### src/qrs_div_cell.sv
`timescale 1ns / 1ps
`default_nettype none

// One restoring division step for both root lanes sharing the divisor.
module qrs_div_cell #(
	parameter int NW  = 50,
	parameter int DNW = 33,
	parameter int SBW = 4
) (
	input  wire logic           clk,
	input  wire logic           arst_n,
	input  wire logic           adv,
	input  wire logic           vld_i,
	input  wire logic [DNW-1:0] den_i,
	input  wire logic [NW-1:0]  num_m_i,
	input  wire logic [NW-1:0]  num_p_i,
	input  wire logic [DNW-1:0] rem_m_i,
	input  wire logic [DNW-1:0] rem_p_i,
	input  wire logic [NW-1:0]  q_m_i,
	input  wire logic [NW-1:0]  q_p_i,
	input  wire logic [SBW-1:0] sb_i,
	output logic                vld_o,
	output logic [DNW-1:0]      den_o,
	output logic [NW-1:0]       num_m_o,
	output logic [NW-1:0]       num_p_o,
	output logic [DNW-1:0]      rem_m_o,
	output logic [DNW-1:0]      rem_p_o,
	output logic [NW-1:0]       q_m_o,
	output logic [NW-1:0]       q_p_o,
	output logic [SBW-1:0]      sb_o
);

	logic [DNW:0] sh_m;
	logic [DNW:0] sh_p;
	logic         ge_m;
	logic         ge_p;

	// Shift in the next numerator bit and compare against the divisor.
	always_comb begin
		sh_m = {rem_m_i, num_m_i[NW-1]};
		sh_p = {rem_p_i, num_p_i[NW-1]};
		ge_m = (sh_m >= {1'b0, den_i});
		ge_p = (sh_p >= {1'b0, den_i});
	end

	always_ff @(posedge clk or negedge arst_n) begin
		if (!arst_n) begin
			vld_o <= 1'b0;
		end else if (adv) begin
			vld_o <= vld_i;
		end
	end

	// Remainders and quotient bits.
	always_ff @(posedge clk) begin
		if (adv) begin
			den_o   <= den_i;
			num_m_o <= num_m_i << 1;
			num_p_o <= num_p_i << 1;
			rem_m_o <= ge_m ? DNW'(sh_m - {1'b0, den_i}) : DNW'(sh_m);
			rem_p_o <= ge_p ? DNW'(sh_p - {1'b0, den_i}) : DNW'(sh_p);
			q_m_o   <= {q_m_i[NW-2:0], ge_m};
			q_p_o   <= {q_p_i[NW-2:0], ge_p};
			sb_o    <= sb_i;
		end
	end

endmodule

`default_nettype wire

### config.mk
export PLATFORM = sky130hd
export DESIGN_NAME = qrs_div_cell
export DESIGN_NICKNAME = d
export VERILOG_FILES = /design/src/qrs_div_cell.sv
export SDC_FILE = /design/constraint.sdc
export NUM_CORES = 1
export LEC_CHECK = 0
export BUFFER_PORTS_ARGS = -buffer_cell sky130_fd_sc_hd__buf_2
export CAP_MARGIN = 20
export CORE_AREA = 8 8 230 232
export DETAILED_ROUTE_END_ITERATION = 10
export DIE_AREA = 0 0 238 240
export SETUP_SLACK_MARGIN = 0.05
export SYNTH_ARGS = -nofsm -noshare
export SYNTH_HDL_FRONTEND = slang
export SYNTH_SLANG_ARGS = --single-unit
### constraint.sdc
create_clock -name clk -period 1.55 [get_ports clk]
set_input_delay 0.0775 -clock clk [delete_from_list [all_inputs] [get_ports clk]]
set_output_delay 0.0775 -clock clk [all_outputs]
set_load 0.05 [all_outputs]
==> results.json <==
{
  "avgRoutedWirePerCell_um": 21.84,
  "place_ws_ps": -1809,
  "grt_max_degree": 47,
  "synthFlopType": "edfxtp_1",
  "tightestPinTransition_ps": 524.6,
  "fp.dieH_um": 240,
  "finalCriticalPeriod_ps": 2728,
  "max_slew_margin_pct": 64.65,
  "setup.worst_path.end_class": "flip-flop",
  "grt_pass1_vias": 13870,
  "fmax_ghz": 0.3666,
  "synthTopCellsByCount": "edfxtp_1 (301), ha_1 (66), inv_1 (52)",
  "finClkSkew_ps": 0,
  "worst-path-buf-inv": 6,
  "drv_cap": 0,
  "post-synth-top-count-cell": "edfxtp_1",
  "setup_viol": 68,
  "outcome": "finished with violations",
  "yosysUniqueCellTypes": 70,
  "power.leakage_nw": 11.09,
  "drv_slew": 0,
  "grtUsageTotal_pct": 20.60,
  "hp-class": "in -> reg",
  "portBuffers": 606,
  "tritoncts": "built",
  "synth_cells": 901,
  "dieArea_mm2": 0.05712,
  "start_util_pct": 27.68,
  "async_flop_share_pct": 0.3311,
  "max_stage_delay_ps": 390,
  "design_area_mm2": 0.02474,
  "slowest_stage": "a221o_2",
  "rsz0062_at_grt": "yes",
  "yosysTopAreaCell": "edfxtp_1",
  "period_share_pct": 176.0,
  "cts_buffers": 35,
  "ys_warn_count": 0,
  "critPathKind": "in -> reg",
  "cpLargestDelayFamily": "compound AO/OA/AOI/OAI gates",
  "finalHoldViolCount": 0,
  "start_kind": "primary input",
  "synth_area_leaders": "edfxtp_1 (66%), ha_1 (6.0%), mux2_4 (2.9%)",
  "drt-total-wl_mm": 62.05,
  "synthToLayoutAreaGrowth_pct": 80.77,
  "netlist_area_mm2": 0.01369,
  "dr.first_iter.drc_count": 670,
  "antenna_found_initial": 11,
  "syn_area_per_cell_um2": 15.19,
  "clockBufferDepth": 3,
  "ys_seq_elements": 302,
  "ys_seq_area_share_pct": 66.22,
  "root_buffer": "clkbuf_16",
  "route.detailed.drc": 0,
  "synth.top_cell.area_share_pct": 66.04,
  "fin_setup_tns_ps": -76520,
  "vias": 12880,
  "grt_overflow": 0,
  "drive_gt1_share_pct": 50.35,
  "required_ps": 1820,
  "fin_ws_ps": -1178,
  "violations": "negative setup slack",
  "clock_latency_ps": 530,
  "coreArea_mm2": 0.04945,
  "power_density_mw_per_mm2": 1099,
  "nFillCells": 4319,
  "gp_congestion": 0.8997,
  "io_pins": 611,
  "die_w_um": 238,
  "vias_per_cell": 4.533,
  "ant_nets": 0,
  "crit_fanout": 5,
  "final_nets": 2515,
  "placementRows": 82,
  "path_clk_slew_ps": 60,
  "cts_max_level": 2,
  "clkSinkCount": 302,
  "path_cells": "buf_8 > inv_12 > ha_4 > inv_2 > fa_2 > a211oi_4 > o21ai_2 > a21o_1 > a41oi_2 > buf_4 > o21ai_4 > a221o_2 > a31oi_4 > o311ai_4 > buf_12 > buf_12 > mux2_4",
  "dp_hpwl_mm": 45.92,
  "arrival_ps": 3000,
  "dr.pass1.iters": 5,
  "place_area_mm2": 0.01991,
  "synth_edf_count": 301,
  "grt_pass1_wl_mm": 88.43,
  "peakVddDrop_mv": 0.7978,
  "cp_common_cell": "buf_12",
  "power.total_mw": 27.20
}
[final timing paths]
kind | start | to | slack, ps | cells after the start
worst min-delay path | rem_m_i[12] | rem_m_o[13]$_DFFE_PP_ | 30 | 3
min in group asynchronous | arst_n | vld_o$_DFFE_PN0P_ | 400 | 3
worst min register to register | vld_o$_DFFE_PN0P_ | vld_o$_DFFE_PN0P_ | 520 | 1
worst max register to register | vld_o$_DFFE_PN0P_ | vld_o$_DFFE_PN0P_ | 800 | 1
worst max-delay path | num_p_i[49] | rem_p_o[11]$_DFFE_PP_ | -1180 | 17
max in group asynchronous | arst_n | vld_o$_DFFE_PN0P_ | 1050 | 3
[flip-flops by register name, summed over array words and instances (netlist names)]
signal   count
den_o       33
num_m_o     49
num_p_o     49
q_m_o       50
q_p_o       50
rem_m_o     33
rem_p_o     33
sb_o         4
vld_o        1
[what timing repair did]
| item | in CTS | in global routing |
|---|---|---|
| resized for setup | 49 | 17 |
| gates cloned | 7 | 1 |
| setup endpoints to repair | 68 | 68 |
| hold buffers | 302 | 0 |
| endpoints found under the hold margin | 316 | 0 |
| setup buffers | 16 | 6 |
| pin swaps | 21 | 7 |
[per-layer routing]
layer / share of wire, % / track usage, % / vias up
met5: 0.095 / 0 / -
met4: 5.6 / 10.70 / 10
met3: 7.0 / 5.604 / 136
met2: 51 / 37.15 / 514
met1: 36 / 21.91 / 6266
li1: - / - / 5953
[area by class of cell]
class / instances / area (µm²) / share of cell area, %
tap: 672 / 840.8 / 3.398
inverter: 52 / 235.2 / 0.9507
multi-input combinational: 525 / 4612 / 18.64
timing repair buffer: 1224 / 8838 / 35.72
clock inverter: 17 / 167.7 / 0.6777
clock buffer: 43 / 968.4 / 3.914
sequential: 302 / 9064 / 36.63
antenna: 6 / 15.01 / 0.06069
[power breakdown]
| part | internal (mW) | switching (mW) | leakage, nW | total, mW |
|---|---|---|---|---|
| registers | 9.95 | 0.260 | 2.96 | 10.2 |
| clock network | 4.93 | 3.34 | 0.548 | 8.27 |
| logic | 3.39 | 5.34 | 7.58 | 8.72 |
| total | 18.3 | 8.93 | 11.1 | 27.2 |
[worst min-delay path: stages]
cell and delay (ps):
buf_2 140, buf_4 120, mux2_4 120
[through the flow]
step	hold WS (ps)	std cells	utilization [%]
after detailed placement	-141.5	2444	40.26
after floorplan	-218.1	902	-
after global placement	-145.6	2444	40.26
after CTS	0.5886	2828	49.65
after global routing	8.248	2840	50.03
final	28.93	2841	50.03
[cells in the final DEF, fill, tap and decap left out, types with 14 or more instances in the layout]
| cell type | Yosys | layout |
|---|---|---|
| nand4_1 | 18 | 18 |
| buf_12 | 0 | 14 |
| a21oi_1 | 44 | 43 |
| xor2_1 | 25 | 25 |
| buf_6 | 6 | 14 |
| buf_2 | 5 | 600 |
| clkbuf_16 | 0 | 38 |
| ha_4 | 0 | 15 |
| edfxtp_1 | 301 | 301 |
| nor2_1 | 30 | 30 |
| mux2_4 | 26 | 43 |
| xnor2_1 | 34 | 34 |
| inv_1 | 52 | 42 |
| ha_1 | 66 | 51 |
| mux2_2 | 25 | 20 |
| nand2_1 | 39 | 38 |
| buf_4 | 3 | 283 |
| a21o_1 | 31 | 31 |
| o21ai_0 | 29 | 28 |
| dlygate4sd3_1 | 0 | 302 |
[kinds of logic after synthesis]
kind of cell / Yosys count / share of synthesized area [%]
DFF: 302 / 66.22
AOI/OAI and AO/OA: 181 / 9.517
and+or+nand+nor: 149 / 5.503
buffers and inverters: 75 / 2.514
adders and majority gates: 68 / 6.326
muxes: 66 / 6.116
xor gates and xnor gates: 59 / 3.776
other: 1 / 0.02740
Note: power is estimated with default switching activity, not from simulation.
