**src/qrs_sqrt_cell.sv**
```systemverilog
`timescale 1ns / 1ps
`default_nettype none

// One digit of the square root: brings down two radicand bits and decides
// one root bit, then registers the partial result for the next cell.
module qrs_sqrt_cell #(
	parameter int DW  = 66,
	parameter int RTW = 33,
	parameter int RMW = 35,
	parameter int SBW = 67
) (
	input  wire logic           clk,
	input  wire logic           arst_n,
	input  wire logic           adv,
	input  wire logic           vld_i,
	input  wire logic [DW-1:0]  dsh_i,
	input  wire logic [RTW-1:0] root_i,
	input  wire logic [RMW-1:0] rem_i,
	input  wire logic [SBW-1:0] sb_i,
	output logic                vld_o,
	output logic [DW-1:0]       dsh_o,
	output logic [RTW-1:0]      root_o,
	output logic [RMW-1:0]      rem_o,
	output logic [SBW-1:0]      sb_o
);

	logic [RMW+1:0] sh;
	logic [RMW+1:0] trial;
	logic           ge;

	// Trial subtraction of 4*root+1.
	always_comb begin
		sh    = {rem_i, dsh_i[DW-1 -: 2]};
		trial = (RMW+2)'({root_i, 2'b01});
		ge    = (sh >= trial);
	end

	// Control bit.
	always_ff @(posedge clk or negedge arst_n) begin
		if (!arst_n) begin
			vld_o <= 1'b0;
		end else if (adv) begin
			vld_o <= vld_i;
		end
	end

	// Partial root and remainder.
	always_ff @(posedge clk) begin
		if (adv) begin
			dsh_o  <= dsh_i << 2;
			root_o <= {root_i[RTW-2:0], ge};
			rem_o  <= ge ? RMW'(sh - trial) : RMW'(sh);
			sb_o   <= sb_i;
		end
	end

endmodule

`default_nettype wire

```
**config.mk**
```make
export PLATFORM = sky130hd
export DESIGN_NAME = qrs_sqrt_cell
export DESIGN_NICKNAME = d
export VERILOG_FILES = /design/src/qrs_sqrt_cell.sv
export SDC_FILE = /design/constraint.sdc
export NUM_CORES = 1
export LEC_CHECK = 0
export BUFFER_PORTS_ARGS = -buffer_cell sky130_fd_sc_hd__buf_2
export CORE_AREA = 2 2 156 158
export CTS_CLUSTER_DIAMETER = 60
export DETAILED_ROUTE_END_ITERATION = 10
export DIE_AREA = 0 0 158 160
export GPL_TIMING_DRIVEN = 0
export PLACE_DENSITY = 0.65
export RECOVER_POWER = 50
export REMOVE_ABC_BUFFERS = 1
export SETUP_SLACK_MARGIN = 0.5
export SLEW_MARGIN = 20
export SYNTH_ARGS = -nofsm -noshare
export SYNTH_HDL_FRONTEND = slang
export SYNTH_SLANG_ARGS = --single-unit
```
**constraint.sdc**
```tcl
create_clock -name clk -period 1.2 [get_ports clk]
set_clock_uncertainty 0.15 [all_clocks]
set_input_delay 0 -clock clk [delete_from_list [all_inputs] [get_ports clk]]
set_output_delay 0 -clock clk [all_outputs]
set_load 0.05 [all_outputs]
```
==> summary.md, run 1 <==
| Metric | Value |
|---|---|
| Seq/Total Area, Yosys | `69.18%` |
| Total gr overflow | `0` |
| Vias in the first global route | `7,633` |
| Critical setup path kind | `in2reg` |
| Synth Area per Inst | `15.57 um^2` |
| Synth-to-layout area growth | `77.74%` |
| CP arrival | `2.41 ns` |
| Setup crit start kind | `primary input` |
| Pwr dens | `1414 nW/um^2` |
| Max stage delay on crit path | `0.32 ns` |
| Synth top area share | `68.89%` |
| Slowest CP cell | `a2111oi_4` |
| Share of cells above drive strength 1 | `46.22%` |
| Fillers | `1,684` |
| Clk Latency, worst-skew pair | `0.44 ns` |
| Post-route insts no fill | `1,506` |
| Final Critical Period | `2.368 ns` |
| Initial antenna violation count | `5` |
| Reg2Reg Launch Point | `vld_o$_DFFE_PN0P_` |
| Hold depth | `2` |
| GR Util met1 | `26.11%` |
| Final worst slack | `-1.168 ns` |
| Crit Reg-Reg Endpoint | `vld_o$_DFFE_PN0P_` |
| Met3 Resource Use GR | `5.590%` |
| Area of the core | `23,820 um^2` |
| Die Wd | `158 um` |
| Synth Register Bits | `200` |
| Failing checks | `negative hold slack, negative setup slack` |
| Grt peak-use layer | `met2` |
| Routed wire length | `30,800 um` |
| Setup tns final | `-60.97 ns` |
| Hold_ws | `-0.2703 ns` |
| CP Capture Point | `rem_o[31]$_DFFE_PP_` |
| Crit. path cell count | `14` |
| Top_reg_cell synth | `edfxtp_1` |
| H-Tree Depth | `4` |
| Clock tree buffer depth | `2` |
| Final core occ | `64.73%` |
| Ys Warns | `0` |
| Number of enable flip-flop cells after synthesis | `199` |
| Cell Chain, Critical Path | `buf_6, inv_2, ha_4, o21a_1, o211ai_2, a311oi_2, nor4_4, buf_4, a2111oi_4, o21a_2, buf_6, o211a_4, buf_12, mux2_4` |
| Post-route ant nets | `0` |
| LEAKAGE | `6.639 nW` |
| Cts bufs inserted | `17` |
| Max-Cap Viols | `0` |
| Fin nets | `1,404` |
| Total number of vias | `7,297` |
| CP Max Fanout | `9` |
| CTS tree | `yes` |
| Clock transition at path regs | `0.09 ns` |
| Run status | `complete, but fails checks` |
| First-pass GRT wire length | `44,880 um` |
| Synth async-reset ratio | `0.5000%` |
| CP required | `1.24 ns` |
| Slew @ Worst Pin | `1.220 ns` |
| Detail Placement HPWL | `18,140 um` |
| Worst path most repeated cell | `buf_6` |
| CTS Sinks | `200` |
| IO Count | `407` |
| Placed Cells | `1,270` |
| DRC | `0` |
| Tot Pwr | `21.80 mW` |
| Crit end category | `flop` |
| Grt met2 use | `42.61%` |
| Hold Fails Final Rpt | `35` |
| Wire per inst | `20.45 um` |
| Placer Congestion | `0.8334` |
| Root Driver | `clkbuf_16` |
| Netlist cell types | `58` |
| FMAX | `0.4224 GHz` |
| Mapped cell area | `8675 um^2` |
| DRT Pass-1 Iters | `4` |
| Tcrit/Tclk final | `197.3%` |
| Max IR drop VDD | `0.0009708 V` |
| Post-synth top area cell | `edfxtp_1` |
| Most frequent cell after synthesis | `edfxtp_1` |
| Total track usage | `23.53%` |
| Iter 0 DRT Violations | `411` |
| Port buffer count | `404` |
| Worst slew margin | `18.64%` |
| Initial Util | `36.42%` |
| Post-CTS Hold Buffers | `166` |
| Worst setup path startpoint | `root_i[3]` |
| Finished Cell Area | `15,420 um^2` |
| Setup slack, reg-to-reg | `0.11 ns` |
| Hold crit path type | `in2reg` |
| Top cells by area, synth | `edfxtp_1 (69%), ha_1 (5.0%), mux2_4 (4.3%)` |
| DIE AREA | `25,280 um^2` |
| Family with the most delay on the worst path | `compound AO/OA/AOI/OAI gates` |
| Largest net degree at the start of global routing | `42` |
| Row cnt | `57` |
| Synth Instances | `557` |
| Placed Instance Area | `11,050 um^2` |
| Max-slew violation count | `0` |
| Endpoints failing setup | `162` |
| R2r worst-path depth | `2` |
| Top post-synthesis cells by count | `edfxtp_1 (199), inv_1 (41), ha_1 (35)` |
| Vias per cell | `4.845` |
| RSZ-0062 raised after global routing | `yes` |
| Worst Path Buf+Inv | `5` |
| Die Ht | `160 um` |
-- through the flow --
step | hold WS (ns) | setup WS, ns
global route | -0.2843 | -1.258
finish | -0.2703 | -1.168
floorplan | -0.4456 | -2.316
global placement | -0.3743 | -3.162
CTS | -0.2931 | -1.139
detailed placement | -0.3727 | -2.258
-- cell families (layout without fill, tap and decap cells) --
| group | Yosys count | after routing | share of synthesized area [%] |
|---|---|---|---|
| mux | 35 | 35 | 5.582 |
| other cells | 1 | 7 | 0.04323 |
| fa+ha+maj | 35 | 35 | 5.048 |
| simple gates | 87 | 87 | 4.889 |
| flops | 200 | 200 | 69.18 |
| xor+xnor | 33 | 33 | 3.332 |
| compound gates | 107 | 108 | 8.626 |
| buf+inv | 59 | 677 | 3.303 |
-- sequential cells by signal, summed over array words and instances (netlist names) --
name and count:
root_o 33, vld_o 1, dsh_o 64, rem_o 35
sb_o 67
-- final cells by class --
type / count / area (um^2) / area share [%]
diodes: 5 / 12.51 / 0.08115
clock buffers: 18 / 429.2 / 2.783
clock inverters: 14 / 177.7 / 1.152
inverters: 41 / 156.4 / 1.014
multi-input cells: 300 / 2799 / 18.15
flip-flops and latches: 200 / 6001 / 38.92
well taps: 324 / 405.4 / 2.629
repair buffers: 604 / 5438 / 35.27
-- worst register-to-register path: stages, from the launching register on --
cell and delay, ns:
dfrtp_1 0.43, buf_6 0.13, mux2_4 0.26
-- metal layers --
metal  vias to the layer above  routed length (um)
li1                       3330                   -
met4                         0                1183
met2                       312               16200
met5                         -                   0
met1                      3578               11280
met3                        77                2139
-- where the power goes --
part	internal (mW)	total [mW]	switching, mW	leakage (nW)
combinational	3.01	7.08	4.07	4.39
clock	2.86	5.87	3.01	0.293
sequential	8.50	8.84	0.344	1.96
-- worst min-delay path by stage --
stage | startpoint | end
CTS | rem_i[3] | rem_o[5]$_DFFE_PP_
detailed placement | arst_n | vld_o$_DFFE_PN0P_
finish | rem_i[26] | rem_o[28]$_DFFE_PP_
global route | rem_i[3] | rem_o[5]$_DFFE_PP_
global placement | arst_n | vld_o$_DFFE_PN0P_
floorplan | arst_n | vld_o$_DFFE_PN0P_
-- placed cells by master (no fill, tap or decap), types with 5 or more instances in the layout --
master         Yosys  routed
clkbuf_1          10      14
o21ai_0           12      10
edfxtp_1         199     199
nand2_1           25      25
ha_4               0      14
nor2_1            22      22
xnor2_1           19      18
a21oi_1           30      25
buf_6              1     209
diode_2            0       5
dlygate4sd3_1      0     166
clkinv_8           0       5
inv_6              0       5
nand3_1            9       8
xor2_1            14      14
mux2_4            25      31
buf_4              2      17
ha_1              35      17
clkbuf_16          0      18
inv_1             41      37
buf_2              1     183
a21o_1            26      26
nand4_1            8       8
buf_12             3       5
-- repair_timing --
action / 4_1_cts / 5_1_grt
cloned: 6 / 1
resized for setup: 475 / 11
setup endpoints to repair: 360 / 296
setup buffers: 21 / 5
pin swaps: 17 / 4
hold endpoints to repair: 291 / 112
Power figures use the tool's default switching activity.
==> run 2, diff against run 1 <==
--- a/config.mk
+++ b/config.mk
@@ -5,13 +5,14 @@
 export SDC_FILE = /design/constraint.sdc
 export NUM_CORES = 1
 export LEC_CHECK = 0
+export ABC_CLOCK_PERIOD_IN_PS = 1200
 export BUFFER_PORTS_ARGS = -buffer_cell sky130_fd_sc_hd__buf_2
 export CORE_AREA = 2 2 156 158
 export CTS_CLUSTER_DIAMETER = 60
 export DETAILED_ROUTE_END_ITERATION = 10
 export DIE_AREA = 0 0 158 160
 export GPL_TIMING_DRIVEN = 0
-export PLACE_DENSITY = 0.65
+export PLACE_DENSITY = 0.66
 export RECOVER_POWER = 50
 export REMOVE_ABC_BUFFERS = 1
 export SETUP_SLACK_MARGIN = 0.5
==> run 2 against run 1 <==
Net effect: critical path type unchanged; clock power increased by 2%; first-iteration DRC count decreased by 5.1%; the run still ends with negative hold slack, negative setup slack left; flip-flop and latch count unchanged.
==> summary.md, run 2 (synthesis results as in run 1) <==
| Metric | Value |
|---|---|
| Clock share of power | `27.4% (was 26.9%)` |
| Root Driver | `clkbuf_16 (unchanged)` |
| Cts bufs inserted | `17 (unchanged)` |
| Clock transition at path regs | `0.07 ns (was 0.09 ns)` |
| Logic pwr share | `32.0% (was 32.5%)` |
| Max FFs per register | `67 (unchanged)` |
| Hold Fails Final Rpt | `36 (was 35)` |
| Max IR drop VDD | `0.0009911 V (was 0.0009708 V)` |
| Register area | `6001 um^2 (unchanged)` |
| Largest Register | `sb_o (unchanged)` |
| Final core occ | `63.70% (was 64.73%)` |
| Metal3 WL | `2280 um (was 2139 um)` |
| Wire per inst | `20.36 um (was 20.45 um)` |
| Initial Util | `36.42% (unchanged)` |
| Commonest non-fill, non-tap cell in the layout | `buf_6 (unchanged)` |
| RSZ-0062 raised after global routing | `yes (unchanged)` |
| DRT Pass-1 Iters | `5 (was 4)` |
| Failing checks | `negative hold slack, negative setup slack (unchanged)` |
| Hold depth | `2 (unchanged)` |
| CTS Sinks | `200 (unchanged)` |
| Port buffer count | `404 (unchanged)` |
| Pwr dens | `1436 nW/um^2 (was 1414 nW/um^2)` |
| Max-Cap Viols | `0 (unchanged)` |
| Iter 0 DRT Violations | `390 (was 411)` |
| Clock tree buffer depth | `2 (unchanged)` |
| Area occupied by multi-input gates | `2736 um^2 (was 2799 um^2)` |
| Total track usage | `23.42% (was 23.53%)` |
| Final worst slack | `-1.184 ns (was -1.168 ns)` |
| H-Tree Depth | `4 (unchanged)` |
| Regs by FF count | `sb_o x67, dsh_o x64, rem_o x35 (unchanged)` |
| CP required | `1.23 ns (was 1.24 ns)` |
| Slew @ Worst Pin | `1.327 ns (was 1.220 ns)` |
| Total gr overflow | `0 (unchanged)` |
| Row cnt | `57 (unchanged)` |
| Crit. path cell count | `11 (was 14)` |
| CP Max Fanout | `8 (was 9)` |
| Initial antenna violation count | `2 (was 5)` |
| Placed Instance Area | `11,020 um^2 (was 11,050 um^2)` |
| DRC | `0 (unchanged)` |
| Routed wire length | `30,500 um (was 30,800 um)` |
| Vias per cell | `4.854 (was 4.845)` |
| Post-route ant nets | `0 (unchanged)` |
| Clk Latency, worst-skew pair | `0.42 ns (was 0.44 ns)` |
| DIE AREA | `25,280 um^2 (unchanged)` |
| Hold crit path type | `in2reg (unchanged)` |
| Total number of vias | `7,271 (was 7,297)` |
| FMAX | `0.4195 GHz (was 0.4224 GHz)` |
| Reg power frac | `40.6% (about the same)` |
| Cell Chain, Critical Path | `buf_2, inv_1, ha_1, and2_1, nand3_1, nor4_4, a21o_1, or2_4, o211a_4, buf_12, mux2_4 (was buf_6, inv_2, ha_4, o21a_1, o211ai_2, a311oi_2, nor4_4, buf_4, a2111oi_4, o21a_2, buf_6, o211a_4, buf_12, mux2_4)` |
| CTS tree | `yes (unchanged)` |
| Most frequent cells in the layout | `buf_6 (206), edfxtp_1 (199), buf_2 (199), dlygate4sd3_1 (165), inv_1 (38) (was buf_6 (209), edfxtp_1 (199), buf_2 (183), dlygate4sd3_1 (166), inv_1 (37))` |
| Endpoints failing setup | `41 (was 162)` |
| Area of the core | `23,820 um^2 (unchanged)` |
| Setup tns final | `-40.47 ns (was -60.97 ns)` |
| Max-slew violation count | `0 (unchanged)` |
| Final Critical Period | `2.384 ns (was 2.368 ns)` |
| Die Ht | `160 um (unchanged)` |
| Synth-to-layout area growth | `74.92% (was 77.74%)` |
| Worst Path Buf+Inv | `3 (was 5)` |
| Sw Pwr | `7.487 mW (was 7.430 mW)` |
| Largest net degree at the start of global routing | `55 (was 42)` |
| Crit end category | `flop (unchanged)` |
| Family with the most delay on the worst path | `simple AND/OR/NAND/NOR gates (was compound AO/OA/AOI/OAI gates)` |
| Top sig layer | `met4 (unchanged)` |
| Tcrit/Tclk final | `198.6% (was 197.3%)` |
| First-pass GRT wire length | `44,480 um (was 44,880 um)` |
| Pint | `14.30 mW (was 14.37 mW)` |
| Max stage delay on crit path | `0.40 ns (was 0.32 ns)` |
| Run status | `complete, but fails checks (unchanged)` |
| Critical setup path kind | `in2reg (unchanged)` |
| Vias in the first global route | `7,697 (was 7,633)` |
| Setup crit start kind | `primary input (unchanged)` |
| M1 WL | `11,000 um (was 11,280 um)` |
| LEAKAGE | `6.575 nW (was 6.639 nW)` |
| Hold_ws | `-0.3323 ns (was -0.2703 ns)` |
| Met2 Routed Length | `16,080 um (was 16,200 um)` |
| R2r worst-path depth | `2 (unchanged)` |
| Worst slew margin | `11.52% (was 18.64%)` |
| Placer Congestion | `0.8213 (was 0.8334)` |
| Finished Cell Area | `15,170 um^2 (was 15,420 um^2)` |
| Fin nets | `1,399 (was 1,404)` |
| Slowest CP cell | `ha_1 (was a2111oi_4)` |
| Switching Share | `34.37% (was 34.09%)` |
| Die Wd | `158 um (unchanged)` |
| CP arrival | `2.41 ns (about the same)` |
| Share of cells above drive strength 1 | `46.50% (was 46.22%)` |
| Detail Placement HPWL | `17,930 um (was 18,140 um)` |
| Fillers | `1,729 (was 1,684)` |
| IO Count | `407 (unchanged)` |
run 2: path summary, 6_finish.rpt:
check,from,endpoint,slack [ns]
worst max-delay path,root_i[20],rem_o[7]$_DFFE_PP_,-1.18
worst min-delay path,vld_i,vld_o$_DFFE_PN0P_,-0.33
min in group asynchronous,arst_n,vld_o$_DFFE_PN0P_,0.28
worst min register to register,vld_o$_DFFE_PN0P_,vld_o$_DFFE_PN0P_,0.49
max in group asynchronous,arst_n,vld_o$_DFFE_PN0P_,0.51
worst max register to register,vld_o$_DFFE_PN0P_,vld_o$_DFFE_PN0P_,0.15
run 2: what timing repair did:
action	4_1_cts	5_1_grt
setup buffers	16	10
setup endpoints to repair	344	237
hold buffers	164	1
resized for setup	454	21
hold endpoints to repair	292	129
cloned	4	0
pin swaps	16	6
run 2: layout make-up:
| type | count | area share [%] |
|---|---|---|
| flip-flops and latches | 200 | 39.55 |
| clock buffers | 17 | 2.804 |
| clock inverters | 15 | 1.262 |
| well taps | 324 | 2.672 |
| repair buffers | 598 | 34.62 |
| multi-input cells | 301 | 18.03 |
| diodes | 2 | 0.03298 |
| inverters | 41 | 1.031 |
run 2: metrics by stage:
| stage | power [mW] | hold WS, ns | cells | setup slack (ns) |
|---|---|---|---|---|
| 5_1_grt | 22.54 | -0.3474 | 1498 | -1.284 |
| 2_1_floorplan | 12.56 | -0.4456 | 540 | -2.316 |
| 3_5_place_dp | 14.01 | -0.3722 | 1269 | -2.250 |
| 6_report | 21.78 | -0.3323 | 1498 | -1.184 |
| 4_1_cts | 21.69 | -0.4280 | 1485 | -1.154 |
| 3_3_place_gp | 13.99 | -0.3735 | 1268 | -3.155 |
run 2: worst register-to-register path, stage by stage, from the launching register on:
cell,delay (ns)
dfrtp_1,0.40
buf_4,0.13
mux2_4,0.26
run 2: power groups by stage:
stage	clock (mW)	combinational [mW]	sequential, mW
final	5.97	6.97	8.84
after CTS	6.10	6.80	8.79
after floorplan	0	1.39	11.2
after global routing	6.37	7.27	8.90
after global placement	0	5.19	8.80
after detailed placement	0	5.23	8.78
run 2: per-layer routing:
layer / vias to the layer above / track usage [%]
li1: 3317 / -
met1: 3513 / 25.77
met2: 365 / 41.82
met3: 76 / 6.513
met4: 0 / 10.28
met5: - / 0
